`src/sv/tbw_pkg.sv`:
```
// tbw_pkg: shared constants for the triangle barycentric weight block
// depends on nothing; used by every module of the block
package tbw_pkg;

	// default coordinate width and weight fraction bits
	localparam int COORD_WIDTH      = 16;
	localparam int WEIGHT_FRAC_BITS = 16;

	// result weight width, fixed
	localparam int WEIGHT_WIDTH = 32;

	// entries in the queue between classify and divide parts
	localparam int QUEUE_DEPTH = 4;

	// number of quotient bits worked out by the divider pipeline
	localparam int QUOT_BITS = 32;

endpackage

```
`src/sv/tbw_queue.sv`:
```
// tbw_queue: short register queue between the classify and divide parts
// depends on tbw_pkg
module tbw_queue #(
	parameter int WIDTH = 8,
	parameter int DEPTH = tbw_pkg::QUEUE_DEPTH
) (
	input  logic             clk,
	input  logic             arst_n,
	input  logic             push_valid,
	output logic             push_ready,
	input  logic [WIDTH-1:0] push_data,
	output logic             pop_valid,
	input  logic             pop_ready,
	output logic [WIDTH-1:0] pop_data
);

	localparam int AW = (DEPTH > 1) ? $clog2(DEPTH) : 1;

	logic [WIDTH-1:0] mem_q [DEPTH];
	logic [AW-1:0]    wr_q, rd_q;
	logic [AW:0]      count_q;
	logic             push, pop;

	assign push_ready = (count_q != (AW+1)'(DEPTH));
	assign pop_valid  = (count_q != '0);
	assign push       = push_valid && push_ready;
	assign pop        = pop_valid && pop_ready;
	assign pop_data   = mem_q[rd_q];

	// storage
	always_ff @(posedge clk) begin
		if (push) mem_q[wr_q] <= push_data;
	end

	// pointers and fill count
	always_ff @(posedge clk or negedge arst_n) begin
		if (!arst_n) begin
			wr_q    <= '0;
			rd_q    <= '0;
			count_q <= '0;
		end else begin
			if (push) wr_q <= (wr_q == AW'(DEPTH - 1)) ? '0 : wr_q + 1'b1;
			if (pop) rd_q <= (rd_q == AW'(DEPTH - 1)) ? '0 : rd_q + 1'b1;
			if (push && !pop) count_q <= count_q + 1'b1;
			else if (pop && !push) count_q <= count_q - 1'b1;
		end
	end

endmodule

```
`config.mk`:
```
export PLATFORM = sky130hd
export DESIGN_NAME = tbw_queue
export DESIGN_NICKNAME = d
export VERILOG_FILES = /design/src/sv/tbw_pkg.sv /design/src/sv/tbw_queue.sv
export SDC_FILE = /design/constraint.sdc
export NUM_CORES = 1
export LEC_CHECK = 0
export BUFFER_PORTS_ARGS = -buffer_cell sky130_fd_sc_hd__buf_2
export CAP_MARGIN = 20
export CELL_PAD_IN_SITES_DETAIL_PLACEMENT = 0
export CELL_PAD_IN_SITES_GLOBAL_PLACEMENT = 1
export CORE_ASPECT_RATIO = 1.25
export CORE_MARGIN = 2
export CORE_UTILIZATION = 43
export CTS_CLUSTER_DIAMETER = 80
export DETAILED_ROUTE_END_ITERATION = 8
export PLACE_DENSITY_LB_ADDON = 0.08
export SYNTH_ARGS = -nofsm -noshare
export SYNTH_HDL_FRONTEND = slang
export SYNTH_SLANG_ARGS = --single-unit
```
`constraint.sdc`:
```
create_clock -name clk -period 1.95 [get_ports clk]
set_input_delay 0.585 -clock clk [delete_from_list [all_inputs] [get_ports clk]]
set_output_delay 0.585 -clock clk [all_outputs]
set_load 0.1 [all_outputs]
```
==> run_summary.xml <==
<?xml version="1.0" encoding="UTF-8"?>
<metrics>
  <group name="logic_synthesis">
    <metric name="syn_area" unit="um^2">1594</metric>
    <metric name="synth_warnings" unit="">0</metric>
    <metric name="synth_cell_types" unit="">18</metric>
    <metric name="sequential_area_share_after_synthesis" unit="%">71.27</metric>
    <metric name="syn-num-nets" unit="">97</metric>
    <metric name="synth.ff_latch_count" unit="">39</metric>
    <metric name="synth.avg_cell_area" unit="um^2">20.44</metric>
    <metric name="post_synth_inst_count" unit="">78</metric>
  </group>
  <group name="detailed_routing">
    <metric name="dr.first_iter.drc_count" unit="">17</metric>
    <metric name="route.vias.total" unit="">802</metric>
    <metric name="post-route-drc-count" unit="">0</metric>
    <metric name="dr.pass1.iters" unit="">4</metric>
    <metric name="route.antenna.remaining_nets" unit="">0</metric>
    <metric name="post_drt_wl_per_cell" unit="um">16.21</metric>
    <metric name="detail_route.vias_per_cell" unit="">5.174</metric>
    <metric name="routed_wl" unit="um">2512</metric>
  </group>
  <group name="floorplanning">
    <metric name="io_pins" unit="">22</metric>
    <metric name="vertical_die_dimension" unit="um">72.07</metric>
    <metric name="core_region_area" unit="um^2">3513</metric>
    <metric name="floorplan.rows" unit="">24</metric>
    <metric name="die_width" unit="um">58.46</metric>
    <metric name="floorplan.initialDensity" unit="%">45.37</metric>
    <metric name="design.die.area" unit="um^2">4213</metric>
  </group>
  <group name="grt">
    <metric name="grt_pass1_wl" unit="um">4271</metric>
    <metric name="globalRouteOverflowTotal" unit="">0</metric>
    <metric name="grt_start_max_net_pins" unit="">13</metric>
    <metric name="total_routing_usage_reported_by_global_routing" unit="%">14.65</metric>
    <metric name="antenna_violations_before_repair" unit="">0</metric>
    <metric name="first_global_vias" unit="">898</metric>
  </group>
  <group name="clock_network">
    <metric name="clock_insertion_delay_worst_skew" unit="ps">280</metric>
    <metric name="cts_tree" unit="">done</metric>
    <metric name="cts-htree-levels" unit="">2</metric>
    <metric name="cts-hold-fix-buffers" unit="">0</metric>
    <metric name="tritoncts.num_buffers" unit="">5</metric>
    <metric name="cts.reportedPaths.clkPinSlew" unit="ps">70</metric>
    <metric name="clockRootBuffer" unit="">sky130_fd_sc_hd__clkbuf_8</metric>
    <metric name="cts.path.max_buffers" unit="">2</metric>
    <metric name="tritoncts_num_sinks" unit="">39</metric>
  </group>
  <group name="cells_and_area">
    <metric name="fin_nets" unit="">134</metric>
    <metric name="count_of_antenna_diodes_in_the_layout" unit="">0</metric>
    <metric name="drive_above_1_share" unit="%">54.31</metric>
    <metric name="syn_to_final_growth" unit="%">33.83</metric>
    <metric name="final_common_cell" unit="">sky130_fd_sc_hd__edfxtp_1</metric>
    <metric name="layout.cells.most_common_list" unit="">32 x sky130_fd_sc_hd__edfxtp_1, 11 x sky130_fd_sc_hd__buf_2, 9 x sky130_fd_sc_hd__buf_12</metric>
    <metric name="stdcell_count" unit="">155</metric>
  </group>
  <group name="sta">
    <metric name="finalWorstPathRequiredPeriod" unit="ps">2159</metric>
    <metric name="finalSetupViolations" unit="">10</metric>
    <metric name="finClkSkew" unit="ps">6.214</metric>
    <metric name="rsz0062_at_grt" unit="">yes</metric>
    <metric name="worst_slew_pin_slew" unit="ps">440.0</metric>
    <metric name="final_hold_viol_count" unit="">0</metric>
    <metric name="timing.slew.headroom" unit="%">70.66</metric>
    <metric name="final_critical_path_setup_slack" unit="ps">-209.3</metric>
    <metric name="clock.fmax" unit="MHz">463.1</metric>
    <metric name="layout_worst_path_cycle_share" unit="%">110.7</metric>
    <metric name="timing_max_transition_violations_final" unit="">0</metric>
  </group>
  <group name="placement">
    <metric name="hpwl" unit="um">1864</metric>
    <metric name="placed_cells_incl_taps" unit="">144</metric>
    <metric name="portBuffers" unit="">21</metric>
    <metric name="place_congestion" unit="">0.6776</metric>
  </group>
  <group name="critical_path">
    <metric name="critPathRequiredTime" unit="ps">1360</metric>
    <metric name="path_max_fanout" unit="">4</metric>
    <metric name="setup.worst_path.class" unit="">register to primary output</metric>
    <metric name="worst-endpoint-arrival" unit="ps">1570</metric>
    <metric name="critical_path.endpoint_type" unit="">primary output</metric>
    <metric name="startpoint" unit="">rd_q[0]$_DFFE_PN0P_</metric>
    <metric name="critical_path.reg2reg.startpoint" unit="">count_q[1]$_DFFE_PN0P_</metric>
    <metric name="setup_crit_start_kind" unit="">register</metric>
    <metric name="worst_r2r_path_depth" unit="">6</metric>
  </group>
  <group name="run_status">
    <metric name="violated_checks" unit="">negative setup slack</metric>
    <metric name="run_status" unit="">complete, but fails checks</metric>
  </group>
  <group name="flow_run">
    <metric name="cap_violations" unit="">0</metric>
  </group>
  <group name="min_path">
    <metric name="hold_path.class" unit="">input port to asynchronous set/reset pin</metric>
  </group>
</metrics>
-- layout make-up --
type                            count  area, um^2
Clock buffer                        6       72.57
Fill cell                         272        1380
Inverter                            3       11.26
Timing Repair Buffer               32       340.3
Clock inverter                      2       60.06
Multi-Input combinational cell     34       464.2
Sequential cell                    39        1136
Tap cell                           39       48.80
-- critical path: stages (launching register included) --
cell,delay [ps]
sky130_fd_sc_hd__dfrtp_1,410
sky130_fd_sc_hd__buf_6,150
sky130_fd_sc_hd__mux4_2,540
sky130_fd_sc_hd__buf_12,190
-- path summary, 6_finish.rpt --
check | end | slack, ps
max in group asynchronous | wr_q[0]$_DFFE_PN0P_ | 1650
worst min register to register | count_q[2]$_DFFE_PN0P_ | 500
worst min-delay path | count_q[1]$_DFFE_PN0P_ | 130
worst max-delay path | pop_data[4] | -210
min in group clk | count_q[2]$_DFFE_PN0P_ | 500
worst max register to register | count_q[1]$_DFFE_PN0P_ | -20
-- state kept, by name, summed over array words and instances (netlist names) --
register	flops
mem_q	32
rd_q	2
count_q	3
wr_q	2
-- synthesized netlist by cell type --
master	instances	area, um^2
sky130_fd_sc_hd__fa_1	1	20.02
sky130_fd_sc_hd__mux2_2	3	33.78
sky130_fd_sc_hd__xnor2_1	1	8.760
sky130_fd_sc_hd__mux4_2	8	180.2
sky130_fd_sc_hd__buf_1	1	3.750
sky130_fd_sc_hd__dfrtp_1	7	175.2
sky130_fd_sc_hd__nor2_1	3	11.26
sky130_fd_sc_hd__inv_1	3	11.26
sky130_fd_sc_hd__or3_2	1	7.510
sky130_fd_sc_hd__xor2_1	2	17.52
sky130_fd_sc_hd__and3_2	4	30.03
sky130_fd_sc_hd__edfxtp_1	32	960.9
sky130_fd_sc_hd__buf_2	1	5.000
sky130_fd_sc_hd__or3b_4	1	11.26
sky130_fd_sc_hd__and2_4	1	8.760
sky130_fd_sc_hd__mux2_4	2	30.03
sky130_fd_sc_hd__nand2_1	1	3.750
sky130_fd_sc_hd__ha_1	6	75.07
-- kinds of logic (layout without fill, tap and decap cells) --
group	Yosys count	in the layout	share of synthesized area [%]
buf+inv	5	43	1.255
mux	13	13	15.31
simple gates	11	11	4.553
fa+ha+maj	7	7	5.965
flops	39	39	71.27
xor+xnor	3	3	1.649
-- routing by layer --
layer / routed length, um / global-route usage, %
met2: 1364 / 24.47
met1: 941 / 16.07
met3: 154 / 5.882
met5: 0 / 0
met4: 53 / 6.977
-- metrics by stage --
stage                     util (%)  setup TNS (ps)  instance area [um^2]  hold slack [ps]  worst slack [ps]
after floorplan                  -          -384.2                  1615            289.4            -201.3
after global placement       55.16               0                  1938            432.4             16.94
after detailed placement     55.16               0                  1938            440.6             18.28
after CTS                    60.11           -1576                  2112            127.7            -218.9
after global routing         60.72           -2252                  2133            121.7            -273.5
final                        60.72           -1602                  2133            127.4            -209.3
-- repair_timing --
action / in CTS / in global routing
endpoints found under the setup margin: 11 / 12
setup buffers: 2 / 1
gates resized for setup: 7 / 4
pin swaps: 1 / 6
Power is not shown: default switching activity piles up to over one toggle a cycle in this logic, so the estimate is an artifact.
